[src/rtl/core/ball_seed_color_peak_finder_macros.svh]
// assertion macros for the seed finder
`ifndef BALL_SEED_COLOR_PEAK_FINDER_MACROS_SVH
`define BALL_SEED_COLOR_PEAK_FINDER_MACROS_SVH

`ifndef SYNTHESIS
// general property, checked outside reset
`define BSCPF_ASSERT(label, clk, rst_n, prop, msg) \
    label: assert property (@(posedge clk) disable iff (!rst_n) prop) else $error(msg);
// same-cycle implication, checked outside reset
`define BSCPF_ASSERT_IMPL(label, clk, rst_n, ante, cons, msg) \
    label: assert property (@(posedge clk) disable iff (!rst_n) (ante) |-> (cons)) else $error(msg);
`else
`define BSCPF_ASSERT(label, clk, rst_n, prop, msg)
`define BSCPF_ASSERT_IMPL(label, clk, rst_n, ante, cons, msg)
`endif

`endif

[src/rtl/core/bscpf_pkg.sv]
package bscpf_pkg;

    localparam int COL_W         = 10;
    localparam int ROW_W         = 9;
    localparam int PIX_W         = 8;
    localparam int MAX_WIDTH     = 640;
    localparam int IDX_W         = $clog2(MAX_WIDTH);
    localparam int NEIGHBOR_SPAN = 16;
    localparam int VEC_LEN       = 56;
    localparam int DIR_GAIN      = 40;
    localparam int LUMA_MIN      = 32;
    localparam int LUMA_MAX      = 128;
    localparam int WIDTH_RESET   = 640;

    localparam int CV1_MAX  = VEC_LEN * VEC_LEN;
    localparam int CV2_BASE = 64 * VEC_LEN;
    localparam int CV1_W    = 8;
    localparam int CV2_W    = 8;
    localparam int CV3_W    = 9;
    localparam int PROD_W   = CV1_W + CV2_W;
    localparam int CV_W     = 24;
    localparam int BEST_W   = 25;

    // divisor 2*VEC_LEN^2*LUMA_MIN = 49 << 12; the odd part goes by reciprocal
    localparam int RATING_DIV   = 2 * VEC_LEN * VEC_LEN * LUMA_MIN;
    localparam int RATING_SHIFT = 12;
    localparam int RATING_ODD   = RATING_DIV >> RATING_SHIFT;
    localparam int RATING_FRAC  = 20;
    localparam int RATING_MULT  = ((2 ** RATING_FRAC) + RATING_ODD - 1) / RATING_ODD;
    localparam int RATE_IN_W    = BEST_W - RATING_SHIFT;
    localparam int MULT_W       = $clog2(RATING_MULT + 1);
    localparam int RATE_PROD_W  = RATE_IN_W + MULT_W;
    localparam int RATING_W     = 7;

    localparam int QUEUE_DEPTH = 2;
    localparam int QPTR_W      = $clog2(QUEUE_DEPTH);

    typedef enum logic {
        OP_BORDER,
        OP_PIXEL
    } bscpf_op_e;

    typedef struct packed {
        bscpf_op_e              op;
        logic [ROW_W-1:0]       row;
        logic [ROW_W-1:0]       border_row;
        logic                   frame_start;
        logic                   row_start;
        logic                   frame_end;
        logic [COL_W-1:0]       column;
        logic [CV1_W-1:0]       cv1;
        logic [CV2_W-1:0]       cv2;
        logic [CV3_W-1:0]       cv3;
        logic [IDX_W-1:0]       idx_left;
        logic [IDX_W-1:0]       idx_center;
        logic [IDX_W-1:0]       idx_right;
    } bscpf_op_t;

    typedef enum logic [2:0] {
        ST_IDLE,
        ST_LEFT,
        ST_RIGHT,
        ST_DECIDE,
        ST_RATE,
        ST_EMIT
    } bscpf_state_e;

endpackage

[src/rtl/core/bscpf_fifo.sv]
`include "ball_seed_color_peak_finder_macros.svh"

module bscpf_fifo
    import bscpf_pkg::*;
(
    input  logic      clk,
    input  logic      rst_n,
    input  logic      push,
    input  bscpf_op_t push_data,
    input  logic      pop,
    output bscpf_op_t pop_data,
    output logic      full,
    output logic      empty
);

    bscpf_op_t         entry_reg [QUEUE_DEPTH];
    logic [QPTR_W-1:0] wr_ptr_reg;
    logic [QPTR_W-1:0] wr_ptr_next;
    logic [QPTR_W-1:0] rd_ptr_reg;
    logic [QPTR_W-1:0] rd_ptr_next;
    logic [QPTR_W:0]   count_reg;
    logic [QPTR_W:0]   count_next;

    always_comb
    begin
        wr_ptr_next = wr_ptr_reg;
        rd_ptr_next = rd_ptr_reg;
        count_next  = count_reg;
        if (push)
        begin
            wr_ptr_next = (wr_ptr_reg == QPTR_W'(QUEUE_DEPTH - 1)) ? '0 : wr_ptr_reg + 1'b1;
        end
        if (pop)
        begin
            rd_ptr_next = (rd_ptr_reg == QPTR_W'(QUEUE_DEPTH - 1)) ? '0 : rd_ptr_reg + 1'b1;
        end
        if (push && !pop)
        begin
            count_next = count_reg + 1'b1;
        end
        else if (pop && !push)
        begin
            count_next = count_reg - 1'b1;
        end
    end

    always_ff @(posedge clk or negedge rst_n)
    begin
        if (!rst_n)
        begin
            wr_ptr_reg <= '0;
            rd_ptr_reg <= '0;
            count_reg  <= '0;
        end
        else
        begin
            wr_ptr_reg <= wr_ptr_next;
            rd_ptr_reg <= rd_ptr_next;
            count_reg  <= count_next;
        end
    end

    always_ff @(posedge clk)
    begin
        if (push)
        begin
            entry_reg[wr_ptr_reg] <= push_data;
        end
    end

    assign pop_data = entry_reg[rd_ptr_reg];
    assign full     = (count_reg == (QPTR_W + 1)'(QUEUE_DEPTH));
    assign empty    = (count_reg == '0);

    `BSCPF_ASSERT_IMPL(a_no_push_full, clk, rst_n, push, !full, "push into full queue")
    `BSCPF_ASSERT_IMPL(a_no_pop_empty, clk, rst_n, pop, !empty, "pop from empty queue")
    `BSCPF_ASSERT(a_ptr_count, clk, rst_n, (count_reg == '0) |-> (wr_ptr_reg == rd_ptr_reg), "queue pointers disagree with count")

endmodule

[config.mk]
export PLATFORM = sky130hd
export DESIGN_NAME = bscpf_fifo
export DESIGN_NICKNAME = d
export VERILOG_FILES = /design/src/rtl/core/bscpf_pkg.sv /design/src/rtl/core/bscpf_fifo.sv
export VERILOG_INCLUDE_DIRS = /design/src /design/src/rtl/core
export SDC_FILE = /design/constraint.sdc
export NUM_CORES = 1
export LEC_CHECK = 0
export BUFFER_PORTS_ARGS = -buffer_cell sky130_fd_sc_hd__buf_2
export CELL_PAD_IN_SITES_DETAIL_PLACEMENT = 1
export CELL_PAD_IN_SITES_GLOBAL_PLACEMENT = 2
export CORE_MARGIN = 1
export CORE_UTILIZATION = 34
export CTS_CLUSTER_SIZE = 14
export DETAILED_ROUTE_END_ITERATION = 7
export PLACE_DENSITY = 0.85
export SYNTH_ARGS = -nofsm -noshare
export SYNTH_HDL_FRONTEND = slang
export SYNTH_SLANG_ARGS = --single-unit
[constraint.sdc]
create_clock -name clk -period 5.26 [get_ports clk]
set_clock_uncertainty 0.2 [all_clocks]
set_input_delay 0.263 -clock clk [delete_from_list [all_inputs] [get_ports clk]]
set_output_delay 0.263 -clock clk [all_outputs]
set_load 0.05 [all_outputs]
After elaboration in Yosys (flattened, before gate mapping)

Memories as Yosys holds them, arrays and structs flattened.
Cells that the tools add are included.

Output and inout bits: 89
Memory bits (writable): 174
Register bits after elaboration: 4
Memories kept: 1

Memory list:

| memory    | words | bits a word | rd ports | clocked after Yosys merged registers in | write ports | RTL line         | RTL |
|---|---|---|---|---|---|---|---|
| entry_reg | 2     | 87          | 1        | 0                                       | 1           | bscpf_fifo.sv:16 | `bscpf_op_t entry_reg [QUEUE_DEPTH];` |

Reduce and logical (&&, ||, !) cells: 6
Mux-type cells: 6
$add $sub $neg: 4
Eq/ne operators: 1

Operators by type and width:

| operator                                                           | number |
|---|---|
| 1-bit 2-to-1 mux                                                   | 4 |
| 2-bit 2-to-1 mux                                                   | 2 |
| 1-bit adder, second input constant                                 | 2 |
| 2-bit by 1-bit adder with 2-bit output, second input constant      | 1 |
| 2-bit == test, second input constant                               | 1 |
| 1-bit logical AND                                                  | 2 |
| 1-bit logical NOT                                                  | 2 |
| 2-bit logical NOT                                                  | 1 |
| 2-bit nonzero test                                                 | 1 |
| 2-bit by 1-bit subtractor with 2-bit output, second input constant | 1 |

Depth between registers and ports, before layout

Depth in word-level cells: 4
Depth in mapped cells: 5
Mapped depth without buffers: 5

Least setup slack after synthesis

OpenSTA, ideal clock, no wires.

Path kind: reg2reg
Start: reg wr_ptr_reg
End: mem entry_reg[0][0] in the netlist's numbering, enable pin
Setup slack: 0.259 ns
Cell stages (with the launch flop): 2
Required time: 4.516 ns
Data arrival time: 4.257 ns
Cell sequence: dfrtp_1 nor2b_1

RTL lines:

| item                   | RTL line         | RTL |
|---|---|---|
| start, declared        | bscpf_fifo.sv:17 | `logic [QPTR_W-1:0] wr_ptr_reg;` |
| start signal, assigned | bscpf_fifo.sv:57 | `wr_ptr_reg <= wr_ptr_next;` |
| end, declared          | bscpf_fifo.sv:16 |  |

No word-level cell before the write port.

==> qor.yml <==
synth:
  ys_seq_area_share_pct: 81.4
  synth_top_area_share_pct: 79.9
  synth_area_um2: 6540
  yosysUniqueCellTypes: 13
  ys_ff_latch: 178
  syn_inst: 287
  avgSynthCellArea_um2: 22.8
  ys_warn_count: 0
  syn_nets: 379
  synth_top_cell_by_area: "edfxtp_1"
  ys_top_cells_by_area: "edfxtp_1, mux2_2, mux2_4, dfrtp_1, buf_6"
pwr:
  clkPwrFrac_pct: 24.3
  switching_share_pct: 39.7
  power.leakage_nw: 3.56
  pwr-share-seq_pct: 37.3
  vdd_drop_max_uv: 294
  power.switching_w: 0.00219
  p_comb_share_pct: 38.4
  p_per_area_nw_per_um2: 596
  internal_power_w: 0.00332
clocking:
  cts_resized: 0
  htreeDepth: 4
  post_cts_buffers: 0
  cts_tree: "yes"
  cts_made_buffers: 17
  clock_latency_ps: 420
  cts_sinks: 178
  cts_root_buffer: "clkbuf_16"
  postCtsHoldBufs: 91
  clk_path_buf_depth: 2
  cts.clk_slew.worst_paths_ps: 70
die:
  initial_core_util_pct: 34.9
  io_pins: 180
  rows: 50
  die-area_um2: 19800
  core-area_um2: 18800
  die_height_um: 141
  die_w_um: 141
sta:
  slew_headroom_pct: 37.5
  max_freq_mhz: 321
  worst_pin_slew_ps: 938
  rsz0062_at_grt: "false"
  tns_ps: 0
  slew_violations: 0
  hold_viol: 0
  finalCritPeriodShare_pct: 59.3
  setup_viol: 0
  fin_crit_ps: 3120
setup_path:
  crit_type: "reg -> out"
  critPathRequiredTime_ps: 4800
  startpoint_type: "flip-flop"
  cp-end-kind: "output pin"
  arrival_ps: 2660
  crit_path_max_fanout: 52
detailed_routing:
  dr.pass1.iters: 4
  routed_wl_um: 13900
  ant_nets: 0
  first_iter_violations: 125
  viasPerCell: 4.47
  vias: 3649
  drc_errors: 0
  routedWlPerCell_um: 17.1
final_layout:
  syn2layout_area_growth_pct: 41.1
  multi_input_area_um2: 1150
  utilization_pct: 49.2
  nNetsFinal: 661
  diodes: 0
  largest_reg_flops: 174
  regArea_um2: 5330
  drive_above_1_share_pct: 51.9
  final_cell_area_um2: 9230
  final-instance-count-excl-fill: 816
  nFillCells: 1811
placed_design:
  placed_cell_area_um2: 7690
  io_buffers: 179
  place_congestion: 0.671
  hpwl_um: 8540
  place_inst: 693
global_route:
  antenna_found_initial: 0
  grt-ovfl-total: 0
  grt_max_degree: 67
  grt.total_usage_pct: 14.5
  first_global_vias: 4117
  grt_pass1_wl_um: 21500
flow_run:
  cap_viol_max_count: 0
hold_path:
  holdCritPathClass: "reg -> reg"
run_status:
  outcome: "finished clean"
==> cell usage after synthesis, drive strengths merged <==
master	count
edfxtp	174
xnor2	1
nor2	2
nor2b	2
buf	10
dfrtp	4
ha	1
mux2	87
inv	1
and2	1
xor2	4
==> cells by family (layout without fill, tap and decap cells) <==
kind of cell             after synthesis  count (layout)  share of synthesized area (%)
flip-flops                           178             178                           81.4
multiplexers                          87              87                           16.1
buffers and inverters                 11             306                           1.20
XOR/XNOR                               5               5                          0.669
AND/OR/NAND/NOR                        5               5                          0.402
adder cells (fa/ha/maj)                1               1                          0.191
==> final cells by class <==
cell class                      count  area share [%]
Clock buffer                       17            4.61
Clock inverter                     15            2.18
Inverter                            1          0.0407
Multi-Input combinational cell     98            12.4
Sequential cell                   178            57.7
Tap cell                          234            3.17
Timing Repair Buffer              273            19.8
==> metal layers <==
layer / wire [um] / global-route usage [%]
met1: 5520 / 15.9
met4: 282 / 6.29
met3: 821 / 4.52
met2: 7310 / 25.9
met5: 0 / 0
==> power by group through the flow <==
stage | logic, W | registers [W] | clock network [W]
final | 0.00211 | 0.00205 | 0.00134
after global routing | 0.00220 | 0.00209 | 0.00142
after floorplan | 0.00175 | 0.00199 | 0
after detailed placement | 0.00207 | 0.00209 | 0
after CTS | 0.00213 | 0.00206 | 0.00138
after global placement | 0.00205 | 0.00207 | 0
==> path summary, 6_finish.rpt <==
| path | cells past startpoint | slack [ps] | to | startpoint |
|---|---|---|---|---|
| hold / removal | 1 | 330 | count_reg[1] | count_reg[1] |
| setup / recovery | 3 | 2140 | pop_data[25] | rd_ptr_reg |
| setup reg to reg | 2 | 2810 | entry_reg[0][76] | wr_ptr_reg |
| hold reg to reg | 1 | 330 | count_reg[1] | count_reg[1] |
| min in group asynchronous | 3 | 530 | wr_ptr_reg | rst_n |
| max in group asynchronous | 3 | 4130 | rd_ptr_reg | rst_n |
==> worst max-delay path, stage by stage (launching register included) <==
cell and delay (ps):
dfrtp_4 960, buf_4 550, mux2_2 400, buf_2 220
==> layout by cell type (no fill, tap or decap), types with 2 or more instances in the layout <==
| cell | Yosys | layout |
|---|---|---|
| clkinv_1 | 0 | 2 |
| buf_4 | 0 | 3 |
| xor2_1 | 4 | 4 |
| clkbuf_16 | 0 | 17 |
| edfxtp_1 | 174 | 174 |
| bufinv_16 | 0 | 4 |
| mux2_2 | 67 | 67 |
| buf_2 | 6 | 179 |
| nor2_1 | 2 | 2 |
| inv_6 | 0 | 4 |
| clkinvlp_4 | 0 | 3 |
| dfrtp_1 | 4 | 3 |
| mux2_4 | 20 | 20 |
| dlygate4sd3_1 | 0 | 91 |
==> metrics by stage <==
stage	hold slack, ps	setup WS (ps)	power, W
final	328	2140	0.00550
after global routing	348	2010	0.00570
after CTS	328	2080	0.00557
after detailed placement	-122	2560	0.00416
after global placement	-128	2620	0.00411
after floorplan	-233	259	0.00374
Note: power is estimated with default switching activity, not from simulation.
