--- config.mk ---
export PLATFORM = sky130hd
export DESIGN_NAME = bscpf_front
export DESIGN_NICKNAME = d
export VERILOG_FILES = /design/src/rtl/core/ball_seed_color_peak_finder_macros.svh /design/src/rtl/core/bscpf_pkg.sv /design/src/rtl/core/bscpf_front.sv
export SDC_FILE = /design/constraint.sdc
export NUM_CORES = 1
export LEC_CHECK = 0
export BUFFER_PORTS_ARGS = -buffer_cell sky130_fd_sc_hd__buf_2
export CAP_MARGIN = 25
export CORE_UTILIZATION = 30
export CTS_BUF_LIST = sky130_fd_sc_hd__clkbuf_4
export DETAILED_ROUTE_END_ITERATION = 10
export MAX_ROUTING_LAYER = met4
export PLACE_DENSITY = 0.49
export SYNTH_ARGS = -nofsm -noshare
export SYNTH_HDL_FRONTEND = slang
export SYNTH_SLANG_ARGS = --single-unit
--- constraint.sdc ---
create_clock -name clk -period 12.85 [get_ports clk]
set_input_delay 1.285 -clock clk [delete_from_list [all_inputs] [get_ports clk]]
set_output_delay 1.285 -clock clk [all_outputs]
set_load 0.01 [all_outputs]
--- src/rtl/core/ball_seed_color_peak_finder_macros.svh ---
// assertion macros for the seed finder
`ifndef BALL_SEED_COLOR_PEAK_FINDER_MACROS_SVH
`define BALL_SEED_COLOR_PEAK_FINDER_MACROS_SVH

`ifndef SYNTHESIS
// general property, checked outside reset
`define BSCPF_ASSERT(label, clk, rst_n, prop, msg) \
    label: assert property (@(posedge clk) disable iff (!rst_n) prop) else $error(msg);
// same-cycle implication, checked outside reset
`define BSCPF_ASSERT_IMPL(label, clk, rst_n, ante, cons, msg) \
    label: assert property (@(posedge clk) disable iff (!rst_n) (ante) |-> (cons)) else $error(msg);
`else
`define BSCPF_ASSERT(label, clk, rst_n, prop, msg)
`define BSCPF_ASSERT_IMPL(label, clk, rst_n, ante, cons, msg)
`endif

`endif

--- src/rtl/core/bscpf_pkg.sv ---
package bscpf_pkg;

    localparam int COL_W         = 10;
    localparam int ROW_W         = 9;
    localparam int PIX_W         = 8;
    localparam int MAX_WIDTH     = 640;
    localparam int IDX_W         = $clog2(MAX_WIDTH);
    localparam int NEIGHBOR_SPAN = 16;
    localparam int VEC_LEN       = 56;
    localparam int DIR_GAIN      = 40;
    localparam int LUMA_MIN      = 32;
    localparam int LUMA_MAX      = 128;
    localparam int WIDTH_RESET   = 640;

    localparam int CV1_MAX  = VEC_LEN * VEC_LEN;
    localparam int CV2_BASE = 64 * VEC_LEN;
    localparam int CV1_W    = 8;
    localparam int CV2_W    = 8;
    localparam int CV3_W    = 9;
    localparam int PROD_W   = CV1_W + CV2_W;
    localparam int CV_W     = 24;
    localparam int BEST_W   = 25;

    // divisor 2*VEC_LEN^2*LUMA_MIN = 49 << 12; the odd part goes by reciprocal
    localparam int RATING_DIV   = 2 * VEC_LEN * VEC_LEN * LUMA_MIN;
    localparam int RATING_SHIFT = 12;
    localparam int RATING_ODD   = RATING_DIV >> RATING_SHIFT;
    localparam int RATING_FRAC  = 20;
    localparam int RATING_MULT  = ((2 ** RATING_FRAC) + RATING_ODD - 1) / RATING_ODD;
    localparam int RATE_IN_W    = BEST_W - RATING_SHIFT;
    localparam int MULT_W       = $clog2(RATING_MULT + 1);
    localparam int RATE_PROD_W  = RATE_IN_W + MULT_W;
    localparam int RATING_W     = 7;

    localparam int QUEUE_DEPTH = 2;
    localparam int QPTR_W      = $clog2(QUEUE_DEPTH);

    typedef enum logic {
        OP_BORDER,
        OP_PIXEL
    } bscpf_op_e;

    typedef struct packed {
        bscpf_op_e              op;
        logic [ROW_W-1:0]       row;
        logic [ROW_W-1:0]       border_row;
        logic                   frame_start;
        logic                   row_start;
        logic                   frame_end;
        logic [COL_W-1:0]       column;
        logic [CV1_W-1:0]       cv1;
        logic [CV2_W-1:0]       cv2;
        logic [CV3_W-1:0]       cv3;
        logic [IDX_W-1:0]       idx_left;
        logic [IDX_W-1:0]       idx_center;
        logic [IDX_W-1:0]       idx_right;
    } bscpf_op_t;

    typedef enum logic [2:0] {
        ST_IDLE,
        ST_LEFT,
        ST_RIGHT,
        ST_DECIDE,
        ST_RATE,
        ST_EMIT
    } bscpf_state_e;

endpackage

--- src/rtl/core/bscpf_front.sv ---
module bscpf_front
    import bscpf_pkg::*;
(
    input  logic             clk,
    input  logic             rst_n,
    input  logic             cfg_we,
    input  logic [COL_W-1:0] cfg_wdata,
    input  logic             in_valid,
    output logic             in_ready,
    input  logic             kind,
    input  logic [COL_W-1:0] column,
    input  logic [ROW_W-1:0] row,
    input  logic [PIX_W-1:0] luma,
    input  logic [PIX_W-1:0] chroma_blue,
    input  logic [PIX_W-1:0] chroma_red,
    input  logic [ROW_W-1:0] border_row,
    input  logic             frame_start,
    input  logic             row_start,
    input  logic             frame_end,
    input  logic             q_full,
    output logic             q_push,
    output bscpf_op_t        q_push_data
);

    localparam int EXT_W = ((IDX_W > COL_W) ? IDX_W : COL_W) + 2;
    localparam logic signed [15:0] GAIN_S = 16'(DIR_GAIN);

    logic [COL_W-1:0]   image_width_reg;
    logic [COL_W-1:0]   image_width_next;

    logic signed [9:0]  chroma_diff;
    logic signed [9:0]  chroma_sum;
    logic signed [15:0] proj;
    logic signed [15:0] cross_prod;
    logic [14:0]        cross_mag;
    logic [11:0]        cv1_full;
    logic [11:0]        cv2_full;
    logic [6:0]         term_a;
    logic [6:0]         term_b;
    logic [13:0]        luma_prod;
    logic [EXT_W-1:0]   col_ext;
    logic [EXT_W-1:0]   width_eff;
    logic [EXT_W-1:0]   left_ext;
    logic [EXT_W-1:0]   right_ext;
    logic [EXT_W-1:0]   center_ext;
    bscpf_op_e          op_kind;
    logic               keep;

    always_ff @(posedge clk or negedge rst_n)
    begin
        if (!rst_n)
        begin
            image_width_reg <= COL_W'(WIDTH_RESET);
        end
        else
        begin
            image_width_reg <= image_width_next;
        end
    end

    assign image_width_next = cfg_we ? cfg_wdata : image_width_reg;

    // orange projection and closeness terms
    always_comb
    begin
        chroma_diff = $signed({2'b00, chroma_red}) - $signed({2'b00, chroma_blue});
        chroma_sum  = $signed({2'b00, chroma_red}) + $signed({2'b00, chroma_blue})
                      - 10'sd256;
        proj       = 16'(chroma_diff) * GAIN_S;
        cross_prod = 16'(chroma_sum) * GAIN_S;

        if (proj <= 16'sd0)
        begin
            cv1_full = '0;
        end
        else if (proj > 16'(CV1_MAX))
        begin
            cv1_full = 12'(CV1_MAX);
        end
        else
        begin
            cv1_full = 12'(proj);
        end

        cross_mag = (cross_prod < 16'sd0) ? 15'(-cross_prod) : 15'(cross_prod);
        if (cross_mag >= 15'(CV2_BASE))
        begin
            cv2_full = '0;
        end
        else
        begin
            cv2_full = 12'(15'(CV2_BASE) - cross_mag);
        end
    end

    // luma term
    always_comb
    begin
        term_a = (luma < PIX_W'(LUMA_MIN)) ? 7'(LUMA_MIN) + 7'(luma)
                                            : 7'(2 * LUMA_MIN);
        if (luma >= PIX_W'(LUMA_MAX))
        begin
            term_b = 7'(LUMA_MIN);
        end
        else if (luma <= PIX_W'(LUMA_MAX - LUMA_MIN))
        begin
            term_b = 7'(2 * LUMA_MIN);
        end
        else
        begin
            term_b = 7'(LUMA_MIN) + 7'(PIX_W'(LUMA_MAX) - luma);
        end
        luma_prod = 14'(term_a) * 14'(term_b);
    end

    // border lookup indexes
    always_comb
    begin
        col_ext = EXT_W'(column);

        if (image_width_reg == '0)
        begin
            width_eff = EXT_W'(1);
        end
        else if (EXT_W'(image_width_reg) > EXT_W'(MAX_WIDTH))
        begin
            width_eff = EXT_W'(MAX_WIDTH);
        end
        else
        begin
            width_eff = EXT_W'(image_width_reg);
        end

        center_ext = (col_ext >= EXT_W'(MAX_WIDTH)) ? EXT_W'(MAX_WIDTH - 1) : col_ext;

        if (col_ext < EXT_W'(NEIGHBOR_SPAN))
        begin
            left_ext = '0;
        end
        else
        begin
            left_ext = col_ext - EXT_W'(NEIGHBOR_SPAN);
        end
        if (left_ext >= EXT_W'(MAX_WIDTH))
        begin
            left_ext = EXT_W'(MAX_WIDTH - 1);
        end

        right_ext = col_ext + EXT_W'(NEIGHBOR_SPAN);
        if (right_ext > width_eff - EXT_W'(1))
        begin
            right_ext = width_eff - EXT_W'(1);
        end
    end

    // out-of-range border writes are dropped at the door
    assign op_kind  = kind ? OP_PIXEL : OP_BORDER;
    assign keep     = (op_kind == OP_PIXEL) || (EXT_W'(column) < EXT_W'(MAX_WIDTH));
    assign in_ready = !q_full;
    assign q_push   = in_valid && !q_full && keep;

    always_comb
    begin
        q_push_data.op          = op_kind;
        q_push_data.row         = row;
        q_push_data.border_row  = border_row;
        q_push_data.frame_start = frame_start;
        q_push_data.row_start   = row_start;
        q_push_data.frame_end   = frame_end;
        q_push_data.column      = column;
        q_push_data.cv1         = cv1_full[11:4];
        q_push_data.cv2         = cv2_full[11:4];
        q_push_data.cv3         = luma_prod[12:4];
        q_push_data.idx_left    = left_ext[IDX_W-1:0];
        q_push_data.idx_center  = center_ext[IDX_W-1:0];
        q_push_data.idx_right   = right_ext[IDX_W-1:0];
    end

endmodule

* After elaboration in Yosys (flattened, before gate mapping)
Index checks and enable logic that the tools add are counted.
W data, S select, Z words.
** Word-level totals
- Output and inout bits :: 89
- Register bits :: 10
- Bits of input ports :: 71
- Word-level logic and storage cells :: 47
** Operators by class
- Muxes and demuxes :: 14
- $add $sub $neg :: 11
- Magnitude comparators :: 13
- $mul :: 3
- Reductions and logical operators :: 5
** Operators by type and width (number)
- $mux W12 :: 5
- $mux W10 :: 4
- $mux W7 :: 3
- $gt A16 B13 Y1 const B :: 1
- $le A16 B1 Y1 const B :: 1
- $lt A16 B1 Y1 const B :: 1
- $ge A15 B12 Y1 const B :: 1
- $mux W15 :: 1
- $neg A15 Y15 :: 1
- $add A6 B7 Y7 const A :: 2
- $mul A10 B4 Y13 const B :: 1
- $mul A7 B7 Y13 :: 1
- $mul A9 B4 Y13 const B :: 1
- $ge A12 B10 Y1 const B :: 1
- $gt A11 B12 Y1 :: 1
- $sub A12 B1 Y12 const B :: 1
- $sub A12 B12 Y12 const A :: 1
- $add A10 B5 Y11 const B :: 1
- $sub A10 B5 Y11 const B :: 1
- $ge A10 B10 Y1 const B :: 1
- $gt A10 B10 Y1 const B :: 1
- $logic_not A10 Y1 :: 1
- $lt A10 B10 Y1 const B :: 1
- $lt A10 B5 Y1 const B :: 1
- other kinds (11) :: 12

* Logic depth before layout (Yosys ltp)
Gate-level depths: netlist of run 1.
- Depth after elaboration :: 7
- Depth in mapped cells :: 21
- Gate-level depth less buffers :: 21

* Worst setup path before layout of run 1
No wires, ideal clock.
- Kind :: input to output
- Start :: input port chroma_blue[0]
- End :: output port q_push_data[44] (netlist bit)
- Stages :: 18
- Setup slack :: 6451 ps
- Required time :: 11565 ps
- Buffers on the path :: 0
- Data arrival time :: 5114 ps
- Path through :: ha_1 -> fa_1 -> nand2b_1 -> a2bb2oi_1 -> a221o_1 -> xor2_1 -> inv_1 -> ha_1 -> ha_1 -> a21o_1 -> a21oi_1 -> nand2_1 -> a31oi_1 -> mux2_2 -> o32ai_1 -> o211ai_1 -> a21oi_2 -> and3b_1
** RTL lines
- start: declaration :: RTL line bscpf_front.sv:14 : input logic [PIX_W-1:0] chroma_blue,
- end: declaration :: RTL line bscpf_front.sv:22 : output bscpf_op_t q_push_data

==> results of run 1 <==
-- how the worst max path moves through the flow --
stage	startpoint	end	slack, ns
after detailed placement	chroma_blue[4]	q_push_data[44]	5.76
after CTS	chroma_blue[4]	q_push_data[43]	5.75
after global routing	chroma_blue[2]	q_push_data[44]	5.42
after global placement	chroma_blue[4]	q_push_data[43]	5.82
final	chroma_blue[4]	q_push_data[43]	5.76
after floorplan	chroma_blue[0]	q_push_data[44]	6.45
-- power groups by stage --
stage | clock network, mW | registers (mW) | logic [mW]
after floorplan | 0 | 0.0384 | 0.545
after global placement | 0 | 0.0406 | 0.701
after detailed placement | 0 | 0.0405 | 0.695
after CTS | 0.0259 | 0.0399 | 0.702
after global routing | 0.0276 | 0.0405 | 0.803
final | 0.0247 | 0.0399 | 0.703
-- synth_stat cells, types with 7 or more instances --
cell type	instances
a21o_1	13
a21oi_1	35
and2_1	16
and3_1	7
buf_4	33
clkbuf_1	11
dfrtp_1	8
fa_1	26
ha_1	92
inv_1	73
mux2_2	12
mux2i_1	14
nand2_1	32
nand2b_1	8
nand3_1	15
nor2_1	47
nor2b_1	16
nor3_1	24
o21a_1	8
o21ai_0	36
or3_1	8
xnor2_1	26
xor2_1	20
-- cells in the final DEF, fill, tap and decap left out, types with 4 or more instances in the layout --
cell type  count
nor3_1        24
o211ai_1       4
or3_1          8
o31ai_1        4
xnor2_1       26
fa_1          26
a21o_1        13
a211oi_1       4
xor2_1        20
nand3_1       15
clkbuf_4       4
mux2_2        12
conb_1        33
o21ai_0       36
dfrtp_1        8
inv_1         73
nand2b_1       8
and3_1         7
ha_1          92
a21oi_1       35
nand2_1       32
nor2_1        47
o21a_1         8
and2_1        16
buf_2        115
mux2i_1       14
nor2b_1       16
nor4_1         4
-- kinds of logic (layout without fill, tap and decap cells) --
group | after synthesis | after routing | share of synthesized area
AO/OA/AOI/OAI | 141 | 141 | 0.185
AND/OR/NAND/NOR | 190 | 190 | 0.188
other | 2 | 33 | 0.00147
buffers and inverters | 120 | 193 | 0.115
multiplexers | 26 | 26 | 0.0540
flip-flops | 10 | 10 | 0.0496
XOR/XNOR | 46 | 46 | 0.0791
adder cells (fa/ha/maj) | 118 | 118 | 0.328
-- per-stage QoR --
stage	cells	setup WS (ns)	power, mW
2_1_floorplan	684	6.45	0.583
3_3_place_gp	973	5.82	0.742
3_5_place_dp	973	5.76	0.735
4_1_cts	977	5.75	0.768
5_1_grt	977	5.42	0.871
6_report	977	5.76	0.767
-- layer usage --
metal / vias to the layer above / GRT usage / routed length, um
li1: 2399 / - / -
met1: 2061 / 0.171 / 5700
met2: 102 / 0.230 / 5220
met3: 4 / 0.0173 / 491
met4: 0 / 0.00830 / 54
met5: - / - / 0
-- final cells by class --
class	count	area share
multi-input cells	554	0.756
repair buffers	115	0.0995
inverters	74	0.0482
well taps	220	0.0476
flip-flops and latches	10	0.0437
clock buffers	4	0.00519
==> out/results.tsv, run 1 <==
stage	metric	value	unit
outcome	outcome	finished clean	
layout	register area	253	sq um
placement	post-DP HPWL	10.0	mm
clock_tree	Clk Tree Root Cell	clkbuf_4	
worst_hold_path	Worst Hold Class	reg2reg	
critical_path	delay-heaviest family, CP	compound AO/OA/AOI/OAI gates	
logic_synthesis	Seq/Total Area, Yosys	0.0496	
layout	Finished Core Util	0.349	
floorplan	Rows	47	
placement	PortBufs	115	
critical_path	Critical Path Stages	18	
floorplan	Initial Util	0.307	
sta	final hold slack	0.569	ns
worst_hold_path	hold_sp	image_width_reg[0]	
clock_tree	Hold Buf Count CTS	0	
critical_path	maximum fanout along the worst path	8	
global_route	vias in the first global route	4271	
sta	Worst Clk Skew	0	ns
clock_tree	Gates resized, CTS repair	0	
logic_synthesis	Top FF cell, synth	dfrtp_1	
layout	antenna diode count	0	
critical_path	crit-path cells	buf_2, inv_1, ha_1, or3_1, o221ai_2, o41a_1, clkinv_2, ha_1, ha_1, or2_2, o41ai_1, nand2_1, mux2_2, o32ai_1, o211ai_1, a21oi_2, and3_1, buf_2	
critical_path	Worst path most repeated cell	ha_1	
floorplan	I/O pin cnt	160	
global_route	largest net degree at the start of global routing	13	
sta	headroom to the max-slew limit	0.600	
sta	crit path time final	7.09	ns
floorplan	Die Y	132	um
placement	GPL Wtd Cong	0.820	
logic_synthesis	number of synthesized flops with an enable pin	0	
clock_tree	Clock transition at path regs	0.07	ns
sta	RSZ-0062 raised after global routing	no	
critical_path	crit path buf inv count	4	
global_route	first-pass GRT wire length	19.4	mm
route	drt pass-1 iters	4	
route	Iter 0 DRT Violations	145	
pwr	leakage	3.03	nW
clock_tree	Clk Latency, worst-skew pair	0.27	ns
sta	Slew Viols, Final	0	
floorplan	total die area	0.0175	sq mm
route	antenna viol nets, final	0	
logic_synthesis	largest cells by area after synthesis	ha_1 (23%), fa_1 (10%), inv_1 (5.4%)	
pwr	sw power	0.415	mW
sta	fmax	141	MHz
critical_path	crit end category	output pin	
logic_synthesis	synthesized flop and latch total	10	
logic_synthesis	Yosys top cell area share	0.226	
layout	fillers	1818	
logic_synthesis	Netlist cell types	67	
pwr	Power Internal	0.352	mW
critical_path	reg2reg start	image_width_reg[8]	
clock_tree	CTS tree	yes	
pwr	pwr dens	133	mW/mm^2
critical_path	CP arrival	5.81	ns
global_route	grt total ovfl	0	
clock_tree	clk sinks	10	
logic_synthesis	syn_area_per_cell	7.80	sq um
critical_path	slowest cell on the critical path	o41ai_1	
sta	Setup TNS	0	ns
layout	Largest register FFs	10	
critical_path	required time of the critical path	11.56	ns
layout	P&R area growth vs syn	13.6	%
logic_synthesis	Yosys top cell by area	ha_1	
route	vias	4566	
global_route	initial antenna violation count	0	
route	Vias/cell	4.67	
worst_hold_path	hold worst-path end	image_width_reg[0]	
pwr	combinational share of power	0.916	
sta	final hold violations	0	
layout	Final #Nets	947	
clock_tree	H-Tree Depth	1	
route	drt drc	0	
floorplan	chip width	132	um
flow_run	# Max-Cap Violations	0	
critical_path	worst reg2reg setup slack	12.00	ns
logic_synthesis	Syn Std Cell Area	0.00509	sq mm
clock_tree	Clock Tree Buf Depth	2	
critical_path	R2R Path End	image_width_reg[8]	
route	WL final	11.5	mm
critical_path	worst setup path class	in2out	
layout	area of the multi-input gates	0.00437	sq mm
global_route	Tot GR Track Use	0.133	
sta	Worst Tran Pin Value	0.595	ns
floorplan	CORE AREA	0.0166	sq mm
clock_tree	post-CTS setup buffer count	0	
worst_hold_path	hold depth	1	
sta	# setup viols final	0	
sta	Tcrit/Tclk final	0.552	
critical_path	Register-to-Register Path Depth	1	
clock_tree	Num CTS Buffers	3	
pwr	register share of total power	0.052	
layout	fin area	0.00579	sq mm
pwr	Max VDD drop	0.0856	mV
pwr	Net Sw Frac	0.540	
logic_synthesis	Syn. warnings	0	
layout	share of cells above drive strength 1	0.193	
logic_synthesis	cell count after synthesis	653	
placement	placed instance area	0.00576	sq mm
critical_path	slowest stage delay, CP	0.50	ns
route	drt wl/cell	11.7	um
critical_path	crit start category	primary input	
logic_synthesis	Async S/R FF share, synth	1.00	
pwr	Clk pwr share	0.032	
(Power assumes the default switching activity.)
==> run 2: changes to the inputs <==
clock period = 7.15 ns   (was 12.85 ns; I/O delays follow)
==> out/results.tsv, run 2 (synthesis results as in run 1) <==
stage	metric	value	unit
floorplan	I/O pin cnt	160	
sta	Slew Viols, Final	0	
critical_path	maximum fanout along the worst path	8	
critical_path	crit start category	primary input	
clock_tree	Clock transition at path regs	0.07	ns
floorplan	Rows	47	
global_route	initial antenna violation count	0	
sta	Worst Tran Pin Value	0.625	ns
global_route	vias in the first global route	4191	
outcome	outcome	finished clean	
clock_tree	Hold Buf Count CTS	0	
sta	headroom to the max-slew limit	0.578	
route	met1 WL	5.70	mm
clock_tree	Clk Tree Root Cell	clkbuf_4	
route	drt drc	0	
sta	crit path time final	6.03	ns
global_route	Tot GR Track Use	0.133	
critical_path	CP arrival	5.31	ns
route	Vias/cell	4.64	
clock_tree	H-Tree Depth	1	
flow_run	# Max-Cap Violations	0	
sta	Worst Clk Skew	0	ns
layout	Finished Core Util	0.349	
critical_path	required time of the critical path	6.43	ns
layout	P&R area growth vs syn	13.5	%
sta	RSZ-0062 raised after global routing	no	
placement	post-DP HPWL	9.98	mm
sta	Final WS setup	1.12	ns
clock_tree	Clock Tree Buf Depth	2	
route	drt wl/cell	11.6	um
worst_hold_path	Worst Hold Class	in2async	
critical_path	slowest cell on the critical path	o41ai_1	
route	top sig layer	met3	
clock_tree	Num CTS Buffers	3	
sta	fmax	166	MHz
route	met2 routed WL	5.21	mm
clock_tree	Clk Latency, worst-skew pair	0.26	ns
layout	commonest non-fill, non-tap cells in the layout	buf_2 (115), ha_1 (92), inv_1 (73)	
placement	Place WS	1.13	ns
placement	PortBufs	115	
critical_path	crit-path cells	buf_2, inv_1, ha_1, or3_1, o221ai_2, o41a_1, clkinv_2, ha_1, ha_1, or2_2, o41ai_1, nand2_1, mux2_2, o32ai_1, o211ai_1, a21oi_2, and3_1, buf_2	
layout	share of cells above drive strength 1	0.192	
pwr	leakage	3.02	nW
clock_tree	Gates resized, CTS repair	0	
floorplan	total die area	0.0175	sq mm
sta	# setup viols final	0	
floorplan	Initial Util	0.307	
global_route	largest net degree at the start of global routing	13	
layout	Final #Nets	947	
sta	final hold violations	0	
layout	most common cell after layout, fill and taps aside	buf_2	
critical_path	Worst path most repeated cell	ha_1	
pwr	Max VDD drop	0.173	mV
placement	GPL Wtd Cong	0.823	
critical_path	slowest stage delay, CP	0.54	ns
floorplan	Die Y	132	um
critical_path	worst setup path class	in2out	
critical_path	Worst setup startpoint	chroma_blue[4]	
pwr	pwr dens	237	mW/mm^2
global_route	grt total ovfl	0	
layout	Largest register FFs	10	
layout	antenna diode count	0	
floorplan	CORE AREA	0.0166	sq mm
clock_tree	clk sinks	10	
route	drt pass-1 iters	4	
critical_path	crit end category	output pin	
clock_tree	post-CTS setup buffer count	0	
clock_tree	CTS tree	yes	
sta	Setup TNS	0	ns
route	WL final	11.4	mm
route	vias	4532	
sta	Tcrit/Tclk final	0.843	
critical_path	reg2reg start	image_width_reg[8]	
route	routed wl met3	473	um
floorplan	chip width	132	um
route	Iter 0 DRT Violations	104	
route	antenna viol nets, final	0	
global_route	first-pass GRT wire length	19.3	mm
-- run 2: cell count changes in the layout (fill, tap and decap cells not counted) --
cell	change
clkinv_1	+1
clkbuf_4	-1
-- run 2: metal layers --
| metal | vias to the layer above | global-route usage |
|---|---|---|
| met3 | 0 | 0.0165 |
| met1 | 2020 | 0.173 |
| met4 | 0 | 0.000639 |
| met5 | - | - |
| li1 | 2408 | - |
| met2 | 104 | 0.230 |
-- run 2: through the flow --
step	area, sq um	hold WS, ns	cells	total power [mW]
2_1_floorplan	5210	0.419	684	1.05
3_3_place_gp	5760	0.549	973	1.33
3_5_place_dp	5760	0.555	973	1.32
4_1_cts	5780	0.300	977	1.37
5_1_grt	5780	0.300	977	1.56
6_report	5780	0.299	977	1.37
-- run 2: power by group --
part           switching, mW  total [mW]  internal, mW
clock network         0.0181      0.0382        0.0201
logic                  0.716        1.26         0.545
registers            0.00838      0.0716        0.0632
total                  0.742        1.37         0.628
-- run 2: critical path, delay by kind of cell --
kind / cells / cell delay [ns]
compound gates: 6 / 1.85
simple gates: 4 / 1.08
fa+ha+maj: 3 / 0.92
buf+inv: 4 / 0.47
mux: 1 / 0.29
-- run 2: path summary, 6_finish.rpt --
path | to | slack, ns | cells past startpoint
worst max-delay path | q_push_data[43] | 1.12 | 18
worst min-delay path | image_width_reg[2] | 0.30 | 1
worst max register to register | image_width_reg[8] | 6.30 | 1
worst min register to register | image_width_reg[4] | 0.57 | 1
max in group asynchronous | image_width_reg[9] | 6.59 | 1
min in group clk | image_width_reg[4] | 0.57 | 1
-- run 2: final cells by class --
cell class,instances,area [sq um]
Clock inverter,1,3.75
Timing Repair Buffer,115,576
Tap cell,220,275
Inverter,74,279
Sequential cell,10,253
Fill cell,1813,10800
Multi-Input combinational cell,554,4370
Clock buffer,3,22.5
==> run 3: changes to the inputs <==
clock period = 5.7 ns   (was 7.15 ns; I/O delays follow)
==> out/results.tsv, run 3 (synthesis results as in run 1) <==
stage	metric	value	unit
sta	# setup viols final	0	
route	WL final	11.6	mm
sta	Tcrit/Tclk final	0.952	
sta	Setup TNS	0	ns
floorplan	CORE AREA	0.0166	sq mm
clock_tree	Clk Tree Root Cell	clkbuf_4	
flow_run	# Max-Cap Violations	0	
critical_path	crit end category	output pin	
pwr	Net Sw Frac	0.534	
sta	RSZ-0062 raised after global routing	no	
clock_tree	clk sinks	10	
floorplan	Die Y	132	um
critical_path	Register-to-Register Path Depth	1	
global_route	initial antenna violation count	0	
layout	fillers	1822	
clock_tree	Clk Latency, worst-skew pair	0.25	ns
clock_tree	Clock transition at path regs	0.07	ns
sta	Slew Viols, Final	0	
layout	commonest non-fill, non-tap cells in the layout	buf_2 (115), ha_1 (92), inv_1 (73)	
worst_hold_path	Worst Hold Class	in2async	
pwr	Clk pwr share	0.031	
clock_tree	Clock Tree Buf Depth	2	
sta	fmax	184	MHz
pwr	sw power	0.946	mW
route	drt drc	0	
layout	Largest register FFs	10	
outcome	outcome	finished clean	
layout	antenna diode count	0	
layout	most common cell after layout, fill and taps aside	buf_2	
route	antenna viol nets, final	0	
clock_tree	Hold Buf Count CTS	0	
global_route	first-pass GRT wire length	20.2	mm
floorplan	Initial Util	0.307	
sta	crit path time final	5.43	ns
critical_path	required time of the critical path	5.13	ns
layout	fin area	0.00587	sq mm
critical_path	worst setup path class	in2out	
sta	final hold violations	0	
placement	placed instance area	0.00581	sq mm
layout	Final #Nets	954	
placement	PortBufs	115	
clock_tree	Num CTS Buffers	3	
global_route	largest net degree at the start of global routing	13	
critical_path	worst reg2reg setup slack	4.85	ns
floorplan	I/O pin cnt	160	
sta	headroom to the max-slew limit	0.587	
global_route	vias in the first global route	4364	
floorplan	chip width	132	um
pwr	register share of total power	0.051	
layout	share of cells above drive strength 1	0.209	
route	Vias/cell	4.67	
route	drt wl/cell	11.8	um
route	Iter 0 DRT Violations	113	
placement	post-DP HPWL	10.2	mm
clock_tree	CTS tree	yes	
floorplan	Rows	47	
route	drt pass-1 iters	4	
global_route	Tot GR Track Use	0.138	
sta	Worst Tran Pin Value	0.615	ns
critical_path	CP arrival	4.86	ns
sta	final hold slack	0.152	ns
critical_path	reg2reg start	image_width_reg[8]	
layout	P&R area growth vs syn	15.3	%
pwr	pwr dens	302	mW/mm^2
floorplan	total die area	0.0175	sq mm
global_route	grt total ovfl	0	
critical_path	crit start category	primary input	
placement	GPL Wtd Cong	0.787	
critical_path	maximum fanout along the worst path	6	
critical_path	R2R Path End	image_width_reg[8]	
pwr	Power Internal	0.826	mW
pwr	Max VDD drop	0.210	mV
clock_tree	H-Tree Depth	1	
pwr	combinational share of power	0.918	
route	vias	4597	
sta	Worst Clk Skew	0	ns
pwr	leakage	3.06	nW
pwr	Design Power	1.77	mW
run 3: critical path, cell delays in order:
cell,delay (ns)
buf_2,0.11
ha_1,0.23
fa_1,0.42
nand2b_1,0.09
a2bb2oi_1,0.10
a221o_1,0.40
xor2_2,0.19
inv_1,0.06
ha_1,0.29
ha_1,0.34
a21o_1,0.19
a21oi_1,0.16
a21boi_0,0.15
o31a_1,0.39
a21oi_4,0.28
mux2i_2,0.35
o31ai_2,0.11
mux2i_1,0.13
and2_1,0.16
buf_2,0.13
run 3: worst max path at each step:
stage / start / endpoint / depth (start not counted)
detailed placement: chroma_blue[0] / q_push_data[45] / 20
CTS: chroma_blue[0] / q_push_data[45] / 20
floorplan: chroma_blue[0] / q_push_data[44] / 18
global route: chroma_blue[0] / q_push_data[44] / 20
global placement: chroma_blue[0] / q_push_data[45] / 20
finish: chroma_blue[0] / q_push_data[45] / 20
run 3: per-layer routing:
metal,vias up,track usage,share of wire
met5,-,-,0
met1,2071,0.184,0.49
li1,2415,-,-
met4,0,0.00447,0
met3,0,0.0185,0.047
met2,111,0.233,0.46
run 3: power by group through the flow:
stage / clock, mW / sequential [mW] / combinational, mW
after floorplan: 0 / 0.0866 / 1.23
after global placement: 0 / 0.0915 / 1.61
after detailed placement: 0 / 0.0915 / 1.60
after CTS: 0.0563 / 0.0901 / 1.61
after global routing: 0.0599 / 0.0914 / 1.86
final: 0.0545 / 0.0899 / 1.63
run 3: what timing repair did:
item                       in CTS  in global routing
resized for setup               0                  8
setup endpoints to repair       0                 13
setup buffers                   0                  0
run 3: area by class of cell:
cell class	count	area, sq um	share of cell area
Multi-Input combinational cell	554	4410	0.751
Timing Repair Buffer	122	628	0.107
Inverter	74	279	0.0475
Tap cell	220	275	0.0469
Sequential cell	10	253	0.0430
Clock buffer	4	30.0	0.00511
run 3: through the flow:
| stage | setup WS (ns) | instances | util |
|---|---|---|---|
| after floorplan | 0.731 | 684 | - |
| after global placement | 0.233 | 980 | 0.350 |
| after detailed placement | 0.183 | 980 | 0.350 |
| after CTS | 0.153 | 984 | 0.352 |
| after global routing | 0.00667 | 984 | 0.354 |
| final | 0.274 | 984 | 0.354 |
